**config.mk**
```make
export PLATFORM = sky130hd
export DESIGN_NAME = rwl_useq
export DESIGN_NICKNAME = d
export VERILOG_FILES = /design/src/rwl_pkg.sv /design/src/rwl_useq.sv
export SDC_FILE = /design/constraint.sdc
export NUM_CORES = 1
export LEC_CHECK = 0
export BUFFER_PORTS_ARGS = -buffer_cell sky130_fd_sc_hd__buf_2
export CAP_MARGIN = 10
export CORE_AREA = 2 2 63 71
export DETAILED_ROUTE_END_ITERATION = 8
export DIE_AREA = 0 0 65 73
export GPL_ROUTABILITY_DRIVEN = 0
export PLACE_DENSITY = 0.77
export SYNTH_ARGS = -nofsm -noshare
export SYNTH_HDL_FRONTEND = slang
export SYNTH_SLANG_ARGS = --single-unit
export TNS_END_PERCENT = 5
```
**constraint.sdc**
```tcl
create_clock -name i_clk -period 3.5 [get_ports i_clk]
set_clock_uncertainty 0.15 [all_clocks]
set_input_delay 0.7 -clock i_clk [delete_from_list [all_inputs] [get_ports i_clk]]
set_output_delay 0.7 -clock i_clk [all_outputs]
set_load 0.05 [all_outputs]
```
**src/rwl_pkg.sv**
```systemverilog
`default_nettype none

package rwl_pkg;

    // Queue depth and the widths that follow from it.
    localparam int MAX_THREADS = 16;
    localparam int HW          = (MAX_THREADS > 1) ? $clog2(MAX_THREADS) : 1;
    localparam int CW          = $clog2(MAX_THREADS + 1);
    localparam int SW          = $clog2(2 * MAX_THREADS);

    localparam int TIDW = 4;
    localparam int RDW  = 5;
    localparam logic [RDW-1:0] READER_MAX = 5'd31;

    // Request codes.
    typedef enum logic [1:0] {
        RQ_START_READ  = 2'd0,
        RQ_END_READ    = 2'd1,
        RQ_START_WRITE = 2'd2,
        RQ_END_WRITE   = 2'd3
    } t_req;

    // Result status codes.
    typedef enum logic [2:0] {
        ST_RELEASED = 3'd0,
        ST_READ     = 3'd1,
        ST_WRITE    = 3'd2,
        ST_QUEUED   = 3'd3,
        ST_ERROR    = 3'd4
    } t_status;

    // Datapath operations, one per microinstruction.
    typedef enum logic [3:0] {
        OP_NONE,
        OP_FETCH,
        OP_RD_INC,
        OP_RD_DEC,
        OP_WB_SET,
        OP_WB_CLR,
        OP_RQ_PUSH,
        OP_WQ_PUSH,
        OP_RQ_POP,
        OP_WQ_POP
    } t_op;

    // Source of a result: requester, head of either queue, or the final flush.
    typedef enum logic [2:0] {
        E_NONE,
        E_TID,
        E_RQ_HEAD,
        E_WQ_HEAD,
        E_FLUSH
    } t_emit;

    // Jump conditions. A true condition loads the target (dispatch loads the routine
    // entry for the request code instead), otherwise the step counter advances by one.
    typedef enum logic [3:0] {
        C_ALWAYS,
        C_DISPATCH,
        C_WBUSY,
        C_NOT_WBUSY,
        C_RD_FULL,
        C_RD_ZERO,
        C_RD_OR_WB,
        C_RQ_FULL,
        C_WQ_FULL,
        C_RQ_EMPTY,
        C_NO_RD_WAKE,
        C_NO_WR_WAKE
    } t_cond;

    localparam int PCW = 5;

    // Microprogram addresses.
    localparam logic [PCW-1:0] A_FETCH = 5'd0;
    localparam logic [PCW-1:0] A_SR0   = 5'd1;
    localparam logic [PCW-1:0] A_SR1   = 5'd2;
    localparam logic [PCW-1:0] A_SR2   = 5'd3;
    localparam logic [PCW-1:0] A_SRQ0  = 5'd4;
    localparam logic [PCW-1:0] A_SRQ1  = 5'd5;
    localparam logic [PCW-1:0] A_ERR   = 5'd6;
    localparam logic [PCW-1:0] A_WRD0  = 5'd7;
    localparam logic [PCW-1:0] A_WRD1  = 5'd8;
    localparam logic [PCW-1:0] A_FLUSH = 5'd9;
    localparam logic [PCW-1:0] A_WWR0  = 5'd10;
    localparam logic [PCW-1:0] A_WWR1  = 5'd11;
    localparam logic [PCW-1:0] A_ER0   = 5'd12;
    localparam logic [PCW-1:0] A_ER1   = 5'd13;
    localparam logic [PCW-1:0] A_SW0   = 5'd14;
    localparam logic [PCW-1:0] A_SW1   = 5'd15;
    localparam logic [PCW-1:0] A_SWQ0  = 5'd16;
    localparam logic [PCW-1:0] A_SWQ1  = 5'd17;
    localparam logic [PCW-1:0] A_EW0   = 5'd18;
    localparam logic [PCW-1:0] A_EW1   = 5'd19;
    localparam logic [PCW-1:0] A_EW2   = 5'd20;

    typedef struct packed {
        t_op            op;
        t_emit          emit;
        t_status        st;
        t_cond          cond;
        logic [PCW-1:0] target;
    } t_uword;

    // Step control from the sequencer to the datapath.
    typedef struct packed {
        logic   fire;
        t_uword uw;
    } t_ctl;

    // Condition flags from the datapath to the sequencer.
    typedef struct packed {
        logic wbusy;
        logic rd_full;
        logic rd_zero;
        logic rq_full;
        logic wq_full;
        logic rq_empty;
        logic rd_wake;
        logic wr_wake;
        logic out_free;
    } t_flags;

    function automatic t_uword mk(t_op op, t_emit emit, t_status st, t_cond cond,
                                  logic [PCW-1:0] target);
        t_uword w;
        w.op     = op;
        w.emit   = emit;
        w.st     = st;
        w.cond   = cond;
        w.target = target;
        return w;
    endfunction

    // The control store.
    function automatic t_uword rwl_ucode(logic [PCW-1:0] addr);
        t_uword w;
        unique case (addr)
            A_FETCH: w = mk(OP_FETCH,   E_NONE,    ST_RELEASED, C_DISPATCH,   A_FETCH);
            A_SR0:   w = mk(OP_NONE,    E_NONE,    ST_RELEASED, C_WBUSY,      A_SRQ0);
            A_SR1:   w = mk(OP_NONE,    E_NONE,    ST_RELEASED, C_RD_FULL,    A_ERR);
            A_SR2:   w = mk(OP_RD_INC,  E_TID,     ST_READ,     C_ALWAYS,     A_WRD0);
            A_SRQ0:  w = mk(OP_NONE,    E_NONE,    ST_RELEASED, C_RQ_FULL,    A_ERR);
            A_SRQ1:  w = mk(OP_RQ_PUSH, E_TID,     ST_QUEUED,   C_ALWAYS,     A_FLUSH);
            A_ERR:   w = mk(OP_NONE,    E_TID,     ST_ERROR,    C_ALWAYS,     A_FLUSH);
            A_WRD0:  w = mk(OP_NONE,    E_NONE,    ST_RELEASED, C_NO_RD_WAKE, A_FLUSH);
            A_WRD1:  w = mk(OP_RQ_POP,  E_RQ_HEAD, ST_READ,     C_ALWAYS,     A_WRD0);
            A_FLUSH: w = mk(OP_NONE,    E_FLUSH,   ST_RELEASED, C_ALWAYS,     A_FETCH);
            A_WWR0:  w = mk(OP_NONE,    E_NONE,    ST_RELEASED, C_NO_WR_WAKE, A_FLUSH);
            A_WWR1:  w = mk(OP_WQ_POP,  E_WQ_HEAD, ST_WRITE,    C_ALWAYS,     A_FLUSH);
            A_ER0:   w = mk(OP_NONE,    E_NONE,    ST_RELEASED, C_RD_ZERO,    A_ERR);
            A_ER1:   w = mk(OP_RD_DEC,  E_TID,     ST_RELEASED, C_ALWAYS,     A_WWR0);
            A_SW0:   w = mk(OP_NONE,    E_NONE,    ST_RELEASED, C_RD_OR_WB,   A_SWQ0);
            A_SW1:   w = mk(OP_WB_SET,  E_TID,     ST_WRITE,    C_ALWAYS,     A_FLUSH);
            A_SWQ0:  w = mk(OP_NONE,    E_NONE,    ST_RELEASED, C_WQ_FULL,    A_ERR);
            A_SWQ1:  w = mk(OP_WQ_PUSH, E_TID,     ST_QUEUED,   C_ALWAYS,     A_FLUSH);
            A_EW0:   w = mk(OP_NONE,    E_NONE,    ST_RELEASED, C_NOT_WBUSY,  A_ERR);
            A_EW1:   w = mk(OP_WB_CLR,  E_TID,     ST_RELEASED, C_RQ_EMPTY,   A_WWR0);
            A_EW2:   w = mk(OP_NONE,    E_NONE,    ST_RELEASED, C_ALWAYS,     A_WRD0);
            default: w = mk(OP_NONE,    E_NONE,    ST_RELEASED, C_ALWAYS,     A_FETCH);
        endcase
        return w;
    endfunction

    // Entry point of the routine for each request code.
    function automatic logic [PCW-1:0] rwl_dispatch(t_req req);
        logic [PCW-1:0] a;
        unique case (req)
            RQ_START_READ:  a = A_SR0;
            RQ_END_READ:    a = A_ER0;
            RQ_START_WRITE: a = A_SW0;
            RQ_END_WRITE:   a = A_EW0;
            default:        a = A_FETCH;
        endcase
        return a;
    endfunction

endpackage

`default_nettype wire

```
**src/rwl_useq.sv**
```systemverilog
`default_nettype none

module rwl_useq import rwl_pkg::*; (
    input  wire logic       i_clk,
    input  wire logic       i_rst_n,
    input  wire logic       i_req_valid,
    input  wire logic [1:0] i_req_type,
    input  wire t_flags     i_flags,
    output logic            o_req_ready,
    output t_ctl            o_ctl
);

    logic [PCW-1:0] r_pc;
    logic [PCW-1:0] n_pc;
    t_uword         uw;
    logic           hold;
    logic           taken;

    assign uw = rwl_ucode(r_pc);

    // A step waits for a request on fetch, and for a free output slot when it
    // produces a result.
    assign hold = ((uw.op == OP_FETCH) && !i_req_valid)
               || ((uw.emit != E_NONE) && !i_flags.out_free);

    assign o_req_ready = (uw.op == OP_FETCH) && i_rst_n;
    assign o_ctl.fire  = !hold;
    assign o_ctl.uw    = uw;

    always_comb begin
        unique case (uw.cond)
            C_ALWAYS:     taken = 1'b1;
            C_DISPATCH:   taken = 1'b1;
            C_WBUSY:      taken = i_flags.wbusy;
            C_NOT_WBUSY:  taken = !i_flags.wbusy;
            C_RD_FULL:    taken = i_flags.rd_full;
            C_RD_ZERO:    taken = i_flags.rd_zero;
            C_RD_OR_WB:   taken = !i_flags.rd_zero || i_flags.wbusy;
            C_RQ_FULL:    taken = i_flags.rq_full;
            C_WQ_FULL:    taken = i_flags.wq_full;
            C_RQ_EMPTY:   taken = i_flags.rq_empty;
            C_NO_RD_WAKE: taken = !i_flags.rd_wake;
            C_NO_WR_WAKE: taken = !i_flags.wr_wake;
            default:      taken = 1'b1;
        endcase
    end

    always_comb begin
        if (hold) begin
            n_pc = r_pc;
        end else if (uw.cond == C_DISPATCH) begin
            n_pc = rwl_dispatch(t_req'(i_req_type));
        end else if (taken) begin
            n_pc = uw.target;
        end else begin
            n_pc = r_pc + PCW'(1);
        end
    end

    always_ff @(posedge i_clk) begin
        if (!i_rst_n) begin
            r_pc <= A_FETCH;
        end else begin
            r_pc <= n_pc;
        end
    end

endmodule

`default_nettype wire

```
==> metrics <==
status=finished clean; PostCTS Resize Cnt=0; drt wl/cell=15.96 um; die height=73 um; Fin Hold WS=0.7184 ns; Synth Area in Adders=0.09207; Congestion Overflow GR=0; DRC Markers=0; warnings from Yosys=0; total track usage=0.2079; clock buffer depth=2; via count=1802; multiplexer share of the synthesized area=0.05312; post-route ant nets=0; Area Growth Syn to Fin=19.40%; Final WS setup=0.2442 ns; Cell variety after synth=66; Post-Syn Instances=208; Final setup viols=0; Hold Path Stages=3; Num CTS Buffers=3; Synth Area in Simple Gates=0.2132; port bufs=34; clock root cell=clkbuf_8; Yosys reg bits=23; critical path arrival=3.32 ns; commonest non-fill, non-tap cell in the layout=buf_2; WL final=4867 um; share of cells above drive strength 1=0.3147; syn_nets=235; Compound-Gate Fraction of Synth Area=0.2805; Final nets=279; first-pass iteration count of the detailed router=5; commonest non-fill, non-tap cells in the layout=34 x buf_2, 19 x dfxtp_1, 17 x nand2_1; initial DRC count=229; Slew @ Worst Pin=0.5532 ns; # IOs=35; worst rel slew slack=0.6309; Via density=5.908; initial antenna violation count=0; Worst-path clk slew=0.09 ns; RSZ-0062 raised after global routing=false; footprint of the multi-input gates=0.001172 mm^2; DIE AREA=0.004745 mm^2; Place WS=0.02364 ns; vias in the first global route=1668; Core Area=0.004098 mm^2; Area contributors post-synth=dfxtp_1 26%, ha_1 9.2%, nand2_1 3.6%; Placed Cells=301; initial core utilization=0.4311; Post-CTS Hold Fix Bufs=0; Synth Area per Inst=8.494 um^2; Post-synth ARST share=0; Hold Crit Class=reg2reg; DP HPWL=3695 um; Crit Path Class=in2reg; htree depth=1; clk_lat worst skew=0.27 ns; Seq/Total Area, Yosys=0.2606; final slew viol count=0; register area=465.4 um^2; non-filler cells, final=305; period utilization=0.9302; # fillers=389; CTS Sinks=23; max cap viols=0; Fmax=307.1 MHz; largest net degree at the start of global routing=16; Post-Synth XOR/XNOR Area=0.02479; largest family of logic cells by synthesized area=compound AO/OA/AOI/OAI gates; first-pass GRT wire length=7686 um; largest area contributor in the netlist=dfxtp_1; Mapped Area=0.001767 mm^2; Core Rows=25; Final Hold Vio Count=0; final worst path period need=3.256 ns; setup TNS=0 ns; commonest register cell after synthesis=dfxtp_1; ANT cells=0; Synth top area share=0.2606; Critical Path RT=3.56 ns; Post-CTS Setup Bufs=0; R2R cell count=10; crit end category=flip-flop; chip width=65 um; CTS tree=yes; critical path peak fanout=11; CP Launch Type=input port; EDFF count, synth=0
[worst max-delay path, cell delays in order]
cell and delay [ns]:
buf_2 0.10, mux2_4 0.26, a222oi_1 0.36, buf_4 0.24, nand4_1 0.12, a31oi_1 0.25
nand2_1 0.22, ha_1 0.38, a2111oi_0 0.42, buf_4 0.19, a21o_1 0.08
[synthesized netlist by cell type (2+ instances only)]
library cell and n:
o31ai_1 2, buf_4 3, inv_2 2, o22ai_1 6
clkbuf_1 2, mux2_2 3, o211ai_1 4, inv_1 13
mux2_4 2, nor3_1 4, xnor2_1 3, a211oi_1 2
a22oi_1 2, mux2i_1 3, o21ai_0 7, nand2_1 17
ha_1 13, nand2b_1 3, nand4_1 3, a21o_1 2
nor2_1 13, and4_1 2, nor2b_1 2, o21a_1 3
xor2_1 2, or3_1 2, and3_1 4, a31o_2 2
o2111ai_1 2, and2_1 4, nand3_1 6, a21oi_1 4
a32oi_1 2, dfxtp_1 23, buf_2 5, o221ai_1 2
a31oi_1 5
[logic make-up (layout without fill, tap and decap cells)]
kind of cell | count (synthesis) | in the layout
simple gates | 69 | 69
compound gates | 62 | 62
buf+inv | 28 | 71
flops | 23 | 23
fa+ha+maj | 13 | 13
mux | 8 | 8
xor+xnor | 5 | 5
[path summary, 6_finish.rpt]
kind                                 to       start  slack [ns]
worst max-delay path              uw[6]  i_flags[4]        0.24
worst min-delay path            r_pc[2]       uw[2]        0.72
worst max register to register    uw[6]       uw[5]        0.27
worst min register to register  r_pc[2]       uw[2]        0.72
[metal layers]
metal	routed length (um)	vias up	global-route usage
met1	1957	830	0.2547
met4	139	0	0.1017
met2	2401	100	0.3608
met5	0	-	0
li1	-	857	-
met3	368	15	0.02315
[area by class of cell]
class,instances,area share
multi-input combinational,157,0.5558
sequential,23,0.2206
clock buffer,3,0.01957
clock inverter,1,0.002372
timing repair buffer,50,0.1376
inverter,17,0.03203
tap,54,0.03203
[sequential cells by signal, indices dropped and copies added (netlist names)]
register	cells
uw	18
r_pc	5
[metrics by stage]
step,instance area (um^2),util
2_1_floorplan,1772,-
3_3_place_gp,2063,0.5035
3_5_place_dp,2063,0.5035
4_1_cts,2110,0.5148
5_1_grt,2110,0.5148
6_report,2110,0.5148
Power is left out: the tool's default activity adds up to more than one toggle a clock period on the data nets, which glitch-free logic cannot reach.
