$ cat src/rwl_pkg.sv
`default_nettype none

package rwl_pkg;

    // Queue depth and the widths that follow from it.
    localparam int MAX_THREADS = 16;
    localparam int HW          = (MAX_THREADS > 1) ? $clog2(MAX_THREADS) : 1;
    localparam int CW          = $clog2(MAX_THREADS + 1);
    localparam int SW          = $clog2(2 * MAX_THREADS);

    localparam int TIDW = 4;
    localparam int RDW  = 5;
    localparam logic [RDW-1:0] READER_MAX = 5'd31;

    // Request codes.
    typedef enum logic [1:0] {
        RQ_START_READ  = 2'd0,
        RQ_END_READ    = 2'd1,
        RQ_START_WRITE = 2'd2,
        RQ_END_WRITE   = 2'd3
    } t_req;

    // Result status codes.
    typedef enum logic [2:0] {
        ST_RELEASED = 3'd0,
        ST_READ     = 3'd1,
        ST_WRITE    = 3'd2,
        ST_QUEUED   = 3'd3,
        ST_ERROR    = 3'd4
    } t_status;

    // Datapath operations, one per microinstruction.
    typedef enum logic [3:0] {
        OP_NONE,
        OP_FETCH,
        OP_RD_INC,
        OP_RD_DEC,
        OP_WB_SET,
        OP_WB_CLR,
        OP_RQ_PUSH,
        OP_WQ_PUSH,
        OP_RQ_POP,
        OP_WQ_POP
    } t_op;

    // Source of a result: requester, head of either queue, or the final flush.
    typedef enum logic [2:0] {
        E_NONE,
        E_TID,
        E_RQ_HEAD,
        E_WQ_HEAD,
        E_FLUSH
    } t_emit;

    // Jump conditions. A true condition loads the target (dispatch loads the routine
    // entry for the request code instead), otherwise the step counter advances by one.
    typedef enum logic [3:0] {
        C_ALWAYS,
        C_DISPATCH,
        C_WBUSY,
        C_NOT_WBUSY,
        C_RD_FULL,
        C_RD_ZERO,
        C_RD_OR_WB,
        C_RQ_FULL,
        C_WQ_FULL,
        C_RQ_EMPTY,
        C_NO_RD_WAKE,
        C_NO_WR_WAKE
    } t_cond;

    localparam int PCW = 5;

    // Microprogram addresses.
    localparam logic [PCW-1:0] A_FETCH = 5'd0;
    localparam logic [PCW-1:0] A_SR0   = 5'd1;
    localparam logic [PCW-1:0] A_SR1   = 5'd2;
    localparam logic [PCW-1:0] A_SR2   = 5'd3;
    localparam logic [PCW-1:0] A_SRQ0  = 5'd4;
    localparam logic [PCW-1:0] A_SRQ1  = 5'd5;
    localparam logic [PCW-1:0] A_ERR   = 5'd6;
    localparam logic [PCW-1:0] A_WRD0  = 5'd7;
    localparam logic [PCW-1:0] A_WRD1  = 5'd8;
    localparam logic [PCW-1:0] A_FLUSH = 5'd9;
    localparam logic [PCW-1:0] A_WWR0  = 5'd10;
    localparam logic [PCW-1:0] A_WWR1  = 5'd11;
    localparam logic [PCW-1:0] A_ER0   = 5'd12;
    localparam logic [PCW-1:0] A_ER1   = 5'd13;
    localparam logic [PCW-1:0] A_SW0   = 5'd14;
    localparam logic [PCW-1:0] A_SW1   = 5'd15;
    localparam logic [PCW-1:0] A_SWQ0  = 5'd16;
    localparam logic [PCW-1:0] A_SWQ1  = 5'd17;
    localparam logic [PCW-1:0] A_EW0   = 5'd18;
    localparam logic [PCW-1:0] A_EW1   = 5'd19;
    localparam logic [PCW-1:0] A_EW2   = 5'd20;

    typedef struct packed {
        t_op            op;
        t_emit          emit;
        t_status        st;
        t_cond          cond;
        logic [PCW-1:0] target;
    } t_uword;

    // Step control from the sequencer to the datapath.
    typedef struct packed {
        logic   fire;
        t_uword uw;
    } t_ctl;

    // Condition flags from the datapath to the sequencer.
    typedef struct packed {
        logic wbusy;
        logic rd_full;
        logic rd_zero;
        logic rq_full;
        logic wq_full;
        logic rq_empty;
        logic rd_wake;
        logic wr_wake;
        logic out_free;
    } t_flags;

    function automatic t_uword mk(t_op op, t_emit emit, t_status st, t_cond cond,
                                  logic [PCW-1:0] target);
        t_uword w;
        w.op     = op;
        w.emit   = emit;
        w.st     = st;
        w.cond   = cond;
        w.target = target;
        return w;
    endfunction

    // The control store.
    function automatic t_uword rwl_ucode(logic [PCW-1:0] addr);
        t_uword w;
        unique case (addr)
            A_FETCH: w = mk(OP_FETCH,   E_NONE,    ST_RELEASED, C_DISPATCH,   A_FETCH);
            A_SR0:   w = mk(OP_NONE,    E_NONE,    ST_RELEASED, C_WBUSY,      A_SRQ0);
            A_SR1:   w = mk(OP_NONE,    E_NONE,    ST_RELEASED, C_RD_FULL,    A_ERR);
            A_SR2:   w = mk(OP_RD_INC,  E_TID,     ST_READ,     C_ALWAYS,     A_WRD0);
            A_SRQ0:  w = mk(OP_NONE,    E_NONE,    ST_RELEASED, C_RQ_FULL,    A_ERR);
            A_SRQ1:  w = mk(OP_RQ_PUSH, E_TID,     ST_QUEUED,   C_ALWAYS,     A_FLUSH);
            A_ERR:   w = mk(OP_NONE,    E_TID,     ST_ERROR,    C_ALWAYS,     A_FLUSH);
            A_WRD0:  w = mk(OP_NONE,    E_NONE,    ST_RELEASED, C_NO_RD_WAKE, A_FLUSH);
            A_WRD1:  w = mk(OP_RQ_POP,  E_RQ_HEAD, ST_READ,     C_ALWAYS,     A_WRD0);
            A_FLUSH: w = mk(OP_NONE,    E_FLUSH,   ST_RELEASED, C_ALWAYS,     A_FETCH);
            A_WWR0:  w = mk(OP_NONE,    E_NONE,    ST_RELEASED, C_NO_WR_WAKE, A_FLUSH);
            A_WWR1:  w = mk(OP_WQ_POP,  E_WQ_HEAD, ST_WRITE,    C_ALWAYS,     A_FLUSH);
            A_ER0:   w = mk(OP_NONE,    E_NONE,    ST_RELEASED, C_RD_ZERO,    A_ERR);
            A_ER1:   w = mk(OP_RD_DEC,  E_TID,     ST_RELEASED, C_ALWAYS,     A_WWR0);
            A_SW0:   w = mk(OP_NONE,    E_NONE,    ST_RELEASED, C_RD_OR_WB,   A_SWQ0);
            A_SW1:   w = mk(OP_WB_SET,  E_TID,     ST_WRITE,    C_ALWAYS,     A_FLUSH);
            A_SWQ0:  w = mk(OP_NONE,    E_NONE,    ST_RELEASED, C_WQ_FULL,    A_ERR);
            A_SWQ1:  w = mk(OP_WQ_PUSH, E_TID,     ST_QUEUED,   C_ALWAYS,     A_FLUSH);
            A_EW0:   w = mk(OP_NONE,    E_NONE,    ST_RELEASED, C_NOT_WBUSY,  A_ERR);
            A_EW1:   w = mk(OP_WB_CLR,  E_TID,     ST_RELEASED, C_RQ_EMPTY,   A_WWR0);
            A_EW2:   w = mk(OP_NONE,    E_NONE,    ST_RELEASED, C_ALWAYS,     A_WRD0);
            default: w = mk(OP_NONE,    E_NONE,    ST_RELEASED, C_ALWAYS,     A_FETCH);
        endcase
        return w;
    endfunction

    // Entry point of the routine for each request code.
    function automatic logic [PCW-1:0] rwl_dispatch(t_req req);
        logic [PCW-1:0] a;
        unique case (req)
            RQ_START_READ:  a = A_SR0;
            RQ_END_READ:    a = A_ER0;
            RQ_START_WRITE: a = A_SW0;
            RQ_END_WRITE:   a = A_EW0;
            default:        a = A_FETCH;
        endcase
        return a;
    endfunction

endpackage

`default_nettype wire

$ cat src/rwl_dpath.sv
`default_nettype none

module rwl_dpath import rwl_pkg::*; (
    input  wire logic            i_clk,
    input  wire logic            i_rst_n,
    input  wire t_ctl            i_ctl,
    input  wire logic [TIDW-1:0] i_thread_id,
    input  wire logic            i_out_ready,
    output t_flags               o_flags,
    output logic                 o_out_valid,
    output logic [TIDW-1:0]      o_out_who,
    output logic [2:0]           o_out_status,
    output logic                 o_out_last
);

    logic [RDW-1:0]  r_active;
    logic            r_wbusy;
    logic [TIDW-1:0] r_tid;

    logic [TIDW-1:0] r_rq_ids [MAX_THREADS];
    logic [HW-1:0]   r_rq_head;
    logic [CW-1:0]   r_rq_cnt;
    logic [TIDW-1:0] r_wq_ids [MAX_THREADS];
    logic [HW-1:0]   r_wq_head;
    logic [CW-1:0]   r_wq_cnt;

    // One result is held back until the next one (or the end of the routine)
    // shows whether it is the last.
    logic            r_pend_vld;
    logic [TIDW-1:0] r_pend_who;
    t_status         r_pend_st;

    logic            r_out_vld;
    logic [TIDW-1:0] r_out_who;
    t_status         r_out_st;
    logic            r_out_last;

    logic            out_free;
    logic            rd_full;
    logic            rd_zero;
    logic [TIDW-1:0] new_who;
    logic            do_emit;
    logic            do_flush;
    logic            do_load;

    function automatic logic [HW-1:0] tail_slot(logic [HW-1:0] head, logic [CW-1:0] cnt);
        logic [SW:0] sum;
        sum = (SW+1)'(head) + (SW+1)'(cnt);
        if (sum >= (SW+1)'(MAX_THREADS)) begin
            sum = sum - (SW+1)'(MAX_THREADS);
        end
        return sum[HW-1:0];
    endfunction

    function automatic logic [HW-1:0] head_next(logic [HW-1:0] head);
        return (head == HW'(MAX_THREADS - 1)) ? '0 : head + HW'(1);
    endfunction

    assign out_free = !r_out_vld || i_out_ready;
    assign rd_full  = (r_active == READER_MAX);
    assign rd_zero  = (r_active == '0);

    assign o_flags.wbusy    = r_wbusy;
    assign o_flags.rd_full  = rd_full;
    assign o_flags.rd_zero  = rd_zero;
    assign o_flags.rq_full  = (r_rq_cnt == CW'(MAX_THREADS));
    assign o_flags.wq_full  = (r_wq_cnt == CW'(MAX_THREADS));
    assign o_flags.rq_empty = (r_rq_cnt == '0);
    assign o_flags.rd_wake  = (r_rq_cnt != '0) && !rd_full;
    assign o_flags.wr_wake  = (r_wq_cnt != '0) && rd_zero && !r_wbusy;
    assign o_flags.out_free = out_free;

    always_comb begin
        unique case (i_ctl.uw.emit)
            E_RQ_HEAD: new_who = r_rq_ids[r_rq_head];
            E_WQ_HEAD: new_who = r_wq_ids[r_wq_head];
            default:   new_who = r_tid;
        endcase
    end

    assign do_flush = i_ctl.fire && (i_ctl.uw.emit == E_FLUSH);
    assign do_emit  = i_ctl.fire && (i_ctl.uw.emit != E_NONE) && !do_flush;
    assign do_load  = do_flush || (do_emit && r_pend_vld);

    always_ff @(posedge i_clk) begin
        if (i_ctl.fire && (i_ctl.uw.op == OP_RQ_PUSH)) begin
            r_rq_ids[tail_slot(r_rq_head, r_rq_cnt)] <= r_tid;
        end
        if (i_ctl.fire && (i_ctl.uw.op == OP_WQ_PUSH)) begin
            r_wq_ids[tail_slot(r_wq_head, r_wq_cnt)] <= r_tid;
        end
        if (i_ctl.fire && (i_ctl.uw.op == OP_FETCH)) begin
            r_tid <= i_thread_id;
        end
        if (do_emit) begin
            r_pend_who <= new_who;
            r_pend_st  <= i_ctl.uw.st;
        end
        if (do_load) begin
            r_out_who  <= r_pend_who;
            r_out_st   <= r_pend_st;
            r_out_last <= do_flush;
        end
    end

    always_ff @(posedge i_clk) begin
        if (!i_rst_n) begin
            r_active   <= '0;
            r_wbusy    <= 1'b0;
            r_rq_head  <= '0;
            r_rq_cnt   <= '0;
            r_wq_head  <= '0;
            r_wq_cnt   <= '0;
            r_pend_vld <= 1'b0;
            r_out_vld  <= 1'b0;
        end else begin
            if (do_load) begin
                r_out_vld <= 1'b1;
            end else if (i_out_ready) begin
                r_out_vld <= 1'b0;
            end
            if (do_emit) begin
                r_pend_vld <= 1'b1;
            end else if (do_flush) begin
                r_pend_vld <= 1'b0;
            end
            if (i_ctl.fire) begin
                unique case (i_ctl.uw.op)
                    OP_RD_INC:  r_active <= r_active + RDW'(1);
                    OP_RD_DEC:  r_active <= r_active - RDW'(1);
                    OP_WB_SET:  r_wbusy  <= 1'b1;
                    OP_WB_CLR:  r_wbusy  <= 1'b0;
                    OP_RQ_PUSH: r_rq_cnt <= r_rq_cnt + CW'(1);
                    OP_WQ_PUSH: r_wq_cnt <= r_wq_cnt + CW'(1);
                    OP_RQ_POP: begin
                        r_rq_head <= head_next(r_rq_head);
                        r_rq_cnt  <= r_rq_cnt - CW'(1);
                        r_active  <= r_active + RDW'(1);
                    end
                    OP_WQ_POP: begin
                        r_wq_head <= head_next(r_wq_head);
                        r_wq_cnt  <= r_wq_cnt - CW'(1);
                        r_wbusy   <= 1'b1;
                    end
                    default: begin
                    end
                endcase
            end
        end
    end

    assign o_out_valid  = r_out_vld;
    assign o_out_who    = r_out_who;
    assign o_out_status = r_out_st;
    assign o_out_last   = r_out_last;

endmodule

`default_nettype wire

$ cat config.mk
export PLATFORM = sky130hd
export DESIGN_NAME = rwl_dpath
export DESIGN_NICKNAME = d
export VERILOG_FILES = /design/src/rwl_pkg.sv /design/src/rwl_dpath.sv
export SDC_FILE = /design/constraint.sdc
export NUM_CORES = 1
export LEC_CHECK = 0
export BUFFER_PORTS_ARGS = -buffer_cell sky130_fd_sc_hd__buf_4
export CORE_UTILIZATION = 65
export DETAILED_ROUTE_END_ITERATION = 7
export GPL_ROUTABILITY_DRIVEN = 0
export PLACE_DENSITY = 0.85
export RECOVER_POWER = 50
export REMOVE_ABC_BUFFERS = 1
export SLEW_MARGIN = 40
export SYNTH_ARGS = -nofsm -noshare
export SYNTH_HDL_FRONTEND = slang
export SYNTH_SLANG_ARGS = --single-unit
$ cat constraint.sdc
create_clock -name i_clk -period 5.89 [get_ports i_clk]
set_input_delay 0.589 -clock i_clk [delete_from_list [all_inputs] [get_ports i_clk]]
set_output_delay 0.589 -clock i_clk [all_outputs]
set_load 0.02 [all_outputs]
==> results of run 1 <==
==> area by class of cell <==
class	instances	area, um2	area share (%)
multi-input combinational	330	2550	29.1
tap	143	179	2.04
inverter	7	26.3	0.300
timing repair buffer	43	282	3.21
sequential	181	5100	58.1
clock buffer	19	453	5.16
clock inverter	13	180	2.05
==> worst max-delay path by stage <==
stage | end | slack [ns] | depth (start not counted)
finish | r_rq_ids[4][2]$_DFFE_PP_ | 3.35 | 4
global route | r_rq_ids[0][3]$_DFFE_PP_ | 3.23 | 4
CTS | r_rq_ids[0][2]$_DFFE_PP_ | 3.33 | 4
detailed placement | r_rq_ids[4][2]$_DFFE_PP_ | 3.35 | 4
global placement | r_rq_ids[0][1]$_DFFE_PP_ | 3.43 | 4
floorplan | r_rq_ids[0][0]$_DFFE_PP_ | 3.68 | 4
==> logic make-up after synthesis <==
logic type               count (synthesis)  share of synthesized area, %
AO/OA/AOI/OAI                           67                          5.78
XOR/XNOR                                25                          2.80
adder cells (fa/ha/maj)                 16                          2.85
buffers and inverters                   31                          2.05
flip-flops                             181                          65.1
multiplexers                            71                          11.1
AND/OR/NAND/NOR                        151                          10.3
==> per-stage QoR <==
step                      utilization, %  instances  power (mW)
after floorplan                        -        518        1.47
after global placement              70.4        697        1.51
after detailed placement            71.1        704        1.52
after CTS                           76.6        736        2.70
after global routing                75.9        736        2.75
final                               75.9        736        2.69
==> where the power goes <==
part	switching, mW	leakage, nW	internal [mW]	total, mW
combinational	0.0521	1.06	0.0393	0.0914
sequential	0.0124	1.61	1.38	1.40
clock	0.469	0.305	0.730	1.20
total	0.534	2.97	2.15	2.69
==> registers in the layout (all words and copies together) (netlist names), named ones only <==
name and count:
o_out_valid 1, r_rq_ids 64, o_out_last 1, r_wbusy 1, r_active 5, o_out_status 3
r_wq_head 4, o_out_who 4, r_pend_st 3, r_wq_ids 64, r_rq_cnt 5, r_wq_cnt 5
r_pend_vld 1, r_rq_head 4, r_tid 4, r_pend_who 4
==> critical path: cells and delay by family, from the launching register on <==
family / cells / cell delay, ns
AND/OR/NAND/NOR: 2 / 1.02
adder cells (fa/ha/maj): 2 / 0.71
flip-flops: 1 / 0.47
==> per-layer routing <==
layer  routed length (um)  track usage [%]  up-vias  share of wire, %
li1                     -                -     2117                 -
met1                 6470             34.6     2314                41
met2                 7730             43.4      195                50
met3                  975             5.82       31               6.3
met4                  410             13.2        0               2.6
met5                    0                0        -                 0
==> cell usage in the layout, fill, tap and decap left out, types with 5 or more instances in the layout <==
cell type | synthesis | routed
and2_1 | 14 | 11
dfxtp_1 | 34 | 32
nand2b_1 | 5 | 5
nor2_1 | 40 | 41
a21oi_1 | 14 | 15
clkbuf_16 | 0 | 17
buf_4 | 5 | 25
nor3_1 | 5 | 5
clkbuf_4 | 0 | 7
clkbuf_1 | 5 | 11
nor2b_1 | 15 | 15
edfxtp_1 | 147 | 147
inv_1 | 7 | 7
mux2i_1 | 55 | 55
a22oi_1 | 16 | 16
xnor2_1 | 17 | 17
mux4_2 | 12 | 12
ha_1 | 13 | 13
nand3_1 | 17 | 17
o21ai_0 | 8 | 9
xor2_1 | 8 | 8
or3_1 | 5 | 5
nand2_1 | 25 | 25
==> results_dict.tcl, run 1 <==
set metrics [dict create \
    synthArstFlopShare_pct 0 \
    tightestPinTransition_ns 0.932 \
    hpwl_um 10300 \
    worstSetupPathType "reg2reg" \
    whs_ns 0.352 \
    grt_max_degree 33 \
    postPlaceCellArea_um2 8230 \
    cpMaxStageDelayCell "or4_1" \
    cp-end-kind "register" \
    worstHoldStart "i_thread_id[0]" \
    ys_seq_area_share_pct 65.1 \
    fillerInstances 671 \
    rsz0062_at_grt "false" \
    ys_ff_latch 181 \
    grt_usage_pct 26.8 \
    drt_iter0_markers 444 \
    layout-drive-gt1-share_pct 14.5 \
    cp-startpoint "r_rq_cnt[0]$_SDFFE_PN0P_" \
    hold_viol 0 \
    grt_pass1_wl_um 24600 \
    final_area_um2 8770 \
    yosysWarnings 0 \
    r2r-end "r_rq_ids[4][2]$_DFFE_PP_" \
    slowest_delay_ns 0.65 \
    fin_tns_setup_ns 0 \
    start_util_pct 67.6 \
    setup_viol 0 \
    viasPerCell 6.33 \
    areaGrowthSynthToFinish_pct 12.2 \
    dr_total_vias 4657 \
    cp-start-kind "register" \
    cts_hold_buf 0 \
    synth_edf_count 147 \
    cp.arrival_ns 2.63 \
    finalCritPeriodShare_pct 43.1 \
    crit_path_max_fanout 7 \
    power.density_nw_per_um2 306 \
    r2r_start "r_rq_cnt[0]$_SDFFE_PN0P_" \
    rows 39 \
    slew_headroom_pct 37.9 \
    cts_tree "yes" \
    slew_violations 0 \
    n_antenna_cell 0 \
    synth.area.top_cells "edfxtp_1 (56%), dfxtp_1 (8.7%), mux2i_1 (7.0%)" \
    yosysTopAreaCellShare_pct 56.4 \
    final_nets 623 \
    finalClockSkew_ns 0.00879 \
    p_leak_nw 2.97 \
    synth_cell_types 54 \
    syn_inst 542 \
    clk_pin_slew_ns 0.07 \
    status "finished, violations left" \
    min_to "r_tid[0]$_DFFE_PP_" \
    die_area_um2 12500 \
    numCtsBuffers 17 \
    fin_ws_ns 3.35 \
    htree_levels 4 \
    pre_cts_ws_ns 3.35 \
    required_ns 5.98 \
    ios 45 \
    crit_chain "ha_1, fa_1, or4_1, nor2_1" \
    synth_top_area_cell "edfxtp_1" \
    antenna_found_initial 0 \
    cts_root_buffer "clkbuf_16" \
    synth.most_common_cell "edfxtp_1" \
    grt.overflow.total 0 \
    antenna_left 0 \
    wirelength_um 15600 \
    first_pass_iters 7 \
    fp.dieH_um 112 \
    cts.sinks 181 \
    synth_area_per_cell_um2 14.4 \
    min_delay_path_depth 1 \
    wl_per_cell_um 21.2 \
    core_um2 11600 \
    fmax_ghz 0.394 \
    grt_pass1_vias 4712 \
    die_w_um 112 \
    post_cts_resized 0 \
    port_buffers 35 \
    rrSetupSlack_ns 3.35 \
    min_path_type "in2reg" \
    synth_flop_cell "edfxtp_1" \
    insertion_delay_ns 0.43 \
    drc 4 \
    period_needed_ns 2.54 \
    ff2ff_path_depth 4 \
    maxCapViolCount 0 \
    ir_drop_mv 0.246 \
    synth.top_cells.by_count "edfxtp_1 (147), mux2i_1 (55), nor2_1 (40)" \
    synth_area_um2 7820 \
    clk_path_buf_depth 2 \
    violations "DRC" \
    post_cts_buffers 0 \
]
No activity file was read; power rests on OpenSTA's default activity.
==> run 2, diff against run 1 <==
--- a/config.mk
+++ b/config.mk
@@ -6,10 +6,10 @@
 export NUM_CORES = 1
 export LEC_CHECK = 0
 export BUFFER_PORTS_ARGS = -buffer_cell sky130_fd_sc_hd__buf_4
-export CORE_UTILIZATION = 65
+export CORE_UTILIZATION = 61
 export DETAILED_ROUTE_END_ITERATION = 7
 export GPL_ROUTABILITY_DRIVEN = 0
-export PLACE_DENSITY = 0.85
+export PLACE_DENSITY = 0.81
 export RECOVER_POWER = 50
 export REMOVE_ABC_BUFFERS = 1
 export SLEW_MARGIN = 40
==> constraint.sdc (replaced) <==
create_clock -name i_clk -period 2.35 [get_ports i_clk]
set_input_delay 0.235 -clock i_clk [delete_from_list [all_inputs] [get_ports i_clk]]
set_output_delay 0.235 -clock i_clk [all_outputs]
set_load 0.02 [all_outputs]
==> run 2 against run 1 <==
Global-route usage fell by 2.0 points. Critical path depth is the same. Highest routed layer unchanged. Via count down 0.97%. Core utilization fell by 3.6 points. Clock skew shrank 0.0015 ns. Wire length is 3.7% lower. Total power is 130% higher. First-iteration DRC count decreased by 30%. Critical endpoint is now r_wq_ids[8][1]$_DFFE_PP_. The run now ends clean. Flip-flop and latch count did not move.
==> results_dict.tcl, run 2 (synthesis gave the netlist of run 1 again) <==
set metrics [dict create \
    setup_viol 0 \
    p_total_mw 6.27 \
    layoutNonFillerInstCount 776 \
    final_util_pct 72.2 \
    rrSetupSlack_ns 0.08 \
    pre_cts_ws_ns 0.0290 \
    rows 40 \
    worstHoldStart "i_out_ready" \
    grt_usage_pct 24.8 \
    wirelength_um 15000 \
    fp.dieH_um 115 \
    place_inst 736 \
    multi_input_area_um2 2580 \
    power.density_nw_per_um2 709 \
    viasPerCell 5.94 \
    post_cts_buffers 0 \
    maxCapViolCount 0 \
    required_ns 2.46 \
    finalCritPeriodShare_pct 96.5 \
    seq_area_um2 5100 \
    clk_path_buf_depth 2 \
    drt_iter0_markers 311 \
    cp-end-kind "register" \
    insertion_delay_ns 0.43 \
    cp.arrival_ns 2.37 \
    r2r-end "r_wq_ids[8][1]$_DFFE_PP_" \
    ff2ff_path_depth 4 \
    antenna_left 0 \
    top_regs "r_rq_ids: 64 flops, r_wq_ids: 64 flops" \
    worstSetupPathType "reg2reg" \
    crit_path_max_fanout 6 \
    layout-drive-gt1-share_pct 15.1 \
    grt_max_degree 33 \
    ios 45 \
    cp-start-kind "register" \
    min_delay_path_depth 3 \
    slew_violations 0 \
    dr_total_vias 4612 \
    slew_headroom_pct 36.3 \
    period_needed_ns 2.27 \
    final_nets 638 \
    start_util_pct 63.8 \
    n_antenna_cell 0 \
    min_path_type "in2reg" \
    cts.sinks 181 \
    htree_levels 4 \
    antenna_found_initial 0 \
    ir_drop_mv 0.491 \
    die_area_um2 13300 \
    fillerInstances 775 \
    clk_pin_slew_ns 0.06 \
    areaGrowthSynthToFinish_pct 13.2 \
    finalClockSkew_ns 0.00726 \
    crit_end "r_wq_ids[8][1]$_DFFE_PP_" \
    cts_root_buffer "clkbuf_16" \
    rsz0062_at_grt "true" \
    fmax_ghz 0.441 \
    layout_commonest_cell "edfxtp_1" \
    grt.overflow.total 0 \
    grt_pass1_wl_um 23700 \
    drc 0 \
    postPlaceCellArea_um2 8310 \
    grt_pass1_vias 4603 \
    core_um2 12300 \
    fin_ws_ns 0.0821 \
    hpwl_um 10200 \
    port_buffers 35 \
    status "finished, final reports clean" \
    whs_ns 0.123 \
    cts_tree "yes" \
    die_w_um 115 \
    wl_per_cell_um 19.3 \
    fin_tns_setup_ns 0 \
    tightestPinTransition_ns 0.942 \
    first_pass_iters 5 \
    hold_viol 0 \
    final_area_um2 8850 \
    r2r_start "r_wq_head[0]$_SDFFE_PN0P_" \
    cp-startpoint "r_wq_head[0]$_SDFFE_PN0P_" \
    numCtsBuffers 17 \
    most-common-layout-cells "edfxtp_1 (147), mux2i_1 (55), dfxtp_1 (33)" \
    p_leak_nw 2.96 \
]
[run 2: changes by cell type in the layout (fill, tap and decap cells not counted), moves of 2 or more]
cell	previous run	this run
buf_12	0	2
bufinv_16	4	0
clkbuf_1	11	22
clkinv_2	4	1
clkinvlp_4	3	5
dlygate4sd3_1	0	7
nor2_1	41	32
nor2_2	0	9
[run 2: report_power, final]
group | internal [mW] | leakage (nW) | switching (mW)
clock | 1.38 | 0.243 | 1.15
sequential | 3.47 | 1.60 | 0.0221
combinational | 0.105 | 1.12 | 0.140
total | 4.96 | 2.96 | 1.32
[run 2: final cells by class]
| cell class | instances | area share, % |
|---|---|---|
| sequential | 181 | 57.6 |
| multi-input combinational | 330 | 29.1 |
| clock buffer | 22 | 5.13 |
| timing repair buffer | 58 | 4.64 |
| tap | 168 | 2.37 |
| clock inverter | 10 | 0.876 |
| inverter | 7 | 0.297 |
[run 2: worst min path at each step]
stage / slack, ns / endpoint
6_report: 0.12 / o_out_valid$_SDFFE_PN0P_
3_5_place_dp: 0.40 / o_out_who[3]$_DFFE_PP_
3_3_place_gp: 0.40 / o_out_who[2]$_DFFE_PP_
4_1_cts: 0.11 / o_out_valid$_SDFFE_PN0P_
2_1_floorplan: 0.33 / r_pend_st[0]$_DFFE_PN_
5_1_grt: 0.14 / o_out_valid$_SDFFE_PN0P_
[run 2: worst max-delay path, cell delays in order, from the launching register on]
cell and delay (ns):
dfxtp_1 0.44, ha_1 0.23, fa_1 0.46, or3_1 0.50
nor2_1 0.31
[run 2: timing repair]
item,in CTS,in global routing
hold buffers,7,0
endpoints found under the setup margin,0,56
hold endpoints to repair,7,0
gates resized for setup,0,10
[run 2: per-layer routing]
metal  global-route usage (%)  vias to the layer above  part of all wire, %
met5                        0                        -                    0
met4                     11.1                        0                  2.5
met3                     5.43                       29                  5.5
met2                     40.6                      166                   49
met1                     32.1                     2261                   43
li1                         -                     2156                    -
==> run 3, diff against run 2 <==
--- a/config.mk
+++ b/config.mk
@@ -5,12 +5,14 @@
 export SDC_FILE = /design/constraint.sdc
 export NUM_CORES = 1
 export LEC_CHECK = 0
+export ABC_AREA = 0
 export BUFFER_PORTS_ARGS = -buffer_cell sky130_fd_sc_hd__buf_4
-export CORE_UTILIZATION = 61
+export CORE_UTILIZATION = 63
+export CTS_BUF_LIST = sky130_fd_sc_hd__clkbuf_2
 export DETAILED_ROUTE_END_ITERATION = 7
 export GPL_ROUTABILITY_DRIVEN = 0
-export PLACE_DENSITY = 0.81
-export RECOVER_POWER = 50
+export PLACE_DENSITY = 0.83
+export RECOVER_POWER = 25
 export REMOVE_ABC_BUFFERS = 1
 export SLEW_MARGIN = 40
 export SYNTH_ARGS = -nofsm -noshare
==> run 3 against run 2 <==
Largest cell class unchanged. The run now ends with setup timing left. Cell count grew 1.8%. Hold slack lost 0.0067 ns. Wire length grew 0.90%. Worst setup slack lost 0.11 ns.
==> results_dict.tcl, run 3 (synthesis gave the netlist of run 1 again) <==
set metrics [dict create \
    grt_usage_pct 25.2 \
    start_util_pct 64.8 \
    cp-start-kind "register" \
    layout-drive-gt1-share_pct 19.9 \
    cts_tree "yes" \
    grt_max_degree 33 \
    areaGrowthSynthToFinish_pct 12.7 \
    drc 0 \
    insertion_delay_ns 0.73 \
    grt_pass1_wl_um 23900 \
    fin_ws_ns -0.0297 \
    required_ns 2.77 \
    rows 40 \
    rsz0062_at_grt "true" \
    setup_viol 10 \
    tightestPinTransition_ns 0.817 \
    fp.dieH_um 113 \
    cp-end-kind "register" \
    cp.arrival_ns 2.80 \
    crit_path_max_fanout 4 \
    dr_total_vias 4708 \
    drt-met1-wl_um 6360 \
    top_layer_used "met4" \
    power.density_nw_per_um2 605 \
    final_nets 652 \
    finalClockSkew_ns 0.0361 \
    wl_met2_um 7610 \
    antenna_found_initial 0 \
    wl_per_cell_um 19.2 \
    p_leak_nw 3.00 \
    grt_pass1_vias 4716 \
    cts_root_buffer "clkbuf_2" \
    slew_headroom_pct 45.5 \
    core_um2 12100 \
    wirelength_um 15100 \
    maxCapViolCount 0 \
    final_util_pct 73.1 \
    ir_drop_mv 0.384 \
    worstSetupPathType "reg2reg" \
    n_antenna_cell 0 \
    cts.sinks 181 \
    fmax_ghz 0.420 \
    min_path_type "in2reg" \
    numCtsBuffers 17 \
    antenna_left 0 \
    grt.overflow.total 0 \
    viasPerCell 5.96 \
    status "finished, violations left" \
    period_needed_ns 2.38 \
    top_regs "r_rq_ids: 64 flops, r_wq_ids: 64 flops" \
    htree_levels 4 \
    most-common-layout-cells "edfxtp_1 (147), mux2i_1 (55), buf_4 (37)" \
    port_buffers 35 \
    clk_pin_slew_ns 0.23 \
    finalCritPeriodShare_pct 101 \
    die_w_um 113 \
    ios 45 \
    violations "setup timing" \
    clk_path_buf_depth 2 \
    slew_violations 0 \
    drt_iter0_markers 370 \
    first_pass_iters 5 \
    hold_viol 0 \
    pre_cts_ws_ns 0.000701 \
    die_area_um2 12900 \
    hpwl_um 10300 \
    layout_commonest_cell "edfxtp_1" \
    wl_met3_um 902 \
]
-- run 3: layout make-up --
type,instances,area [um2]
clock buffer,21,105
tap,168,210
multi-input combinational,330,2640
clock inverter,11,135
sequential,181,5100
timing repair buffer,72,601
fill,742,3250
inverter,7,26.3
-- run 3: worst paths after layout --
path,startpoint,endpoint,slack [ns],cells past startpoint
worst max register to register,r_rq_head[0]$_SDFFE_PN0P_,r_rq_ids[0][1]$_DFFE_PP_,-0.03,4
worst min-delay path,i_ctl[12],r_pend_who[3]$_DFFE_PN_,0.12,5
worst min register to register,r_pend_st[1]$_DFFE_PN_,o_out_status[1]$_DFFE_PP_,0.46,0
worst max-delay path,r_rq_head[0]$_SDFFE_PN0P_,r_rq_ids[0][1]$_DFFE_PP_,-0.03,4
-- run 3: what timing repair did --
action / in CTS / in global routing
endpoints found under the hold margin: 46 / 0
pin swaps: 2 / 3
buffers inserted: 1 / 2
cloned: 0 / 0
gates resized for setup: 5 / 17
endpoints found under the setup margin: 17 / 67
hold buffers: 20 / 0
-- run 3: metrics by stage --
stage	TNS (ns)	power (mW)	area (um2)	hold WS (ns)	cells
5_1_grt	-1.32	5.50	8810	0.0646	790
6_report	-0.185	5.34	8810	0.117	790
3_3_place_gp	0	3.79	8270	0.405	732
4_1_cts	-0.493	5.36	8780	0.0811	788
2_1_floorplan	0	3.69	7690	0.334	518
3_5_place_dp	0	3.80	8310	0.414	735
-- run 3: critical path, cell delays in order (launching register included) --
cell     delay, ns
dfxtp_1       0.37
ha_1          0.22
fa_1          0.47
or4_1         0.65
nor2_1        0.35
-- run 3: power breakdown --
group / leakage, nW / total, mW / switching, mW / internal (mW)
Sequential: 1.61 / 3.49 / 0.0229 / 3.47
Combinational: 1.24 / 0.272 / 0.144 / 0.128
Clock: 0.153 / 1.57 / 0.974 / 0.598
-- run 3: metal layers --
metal | GRT usage, % | up-vias
li1 | - | 2178
met5 | 0 | -
met4 | 10.1 | 0
met1 | 32.4 | 2319
met3 | 5.05 | 26
met2 | 42.5 | 185
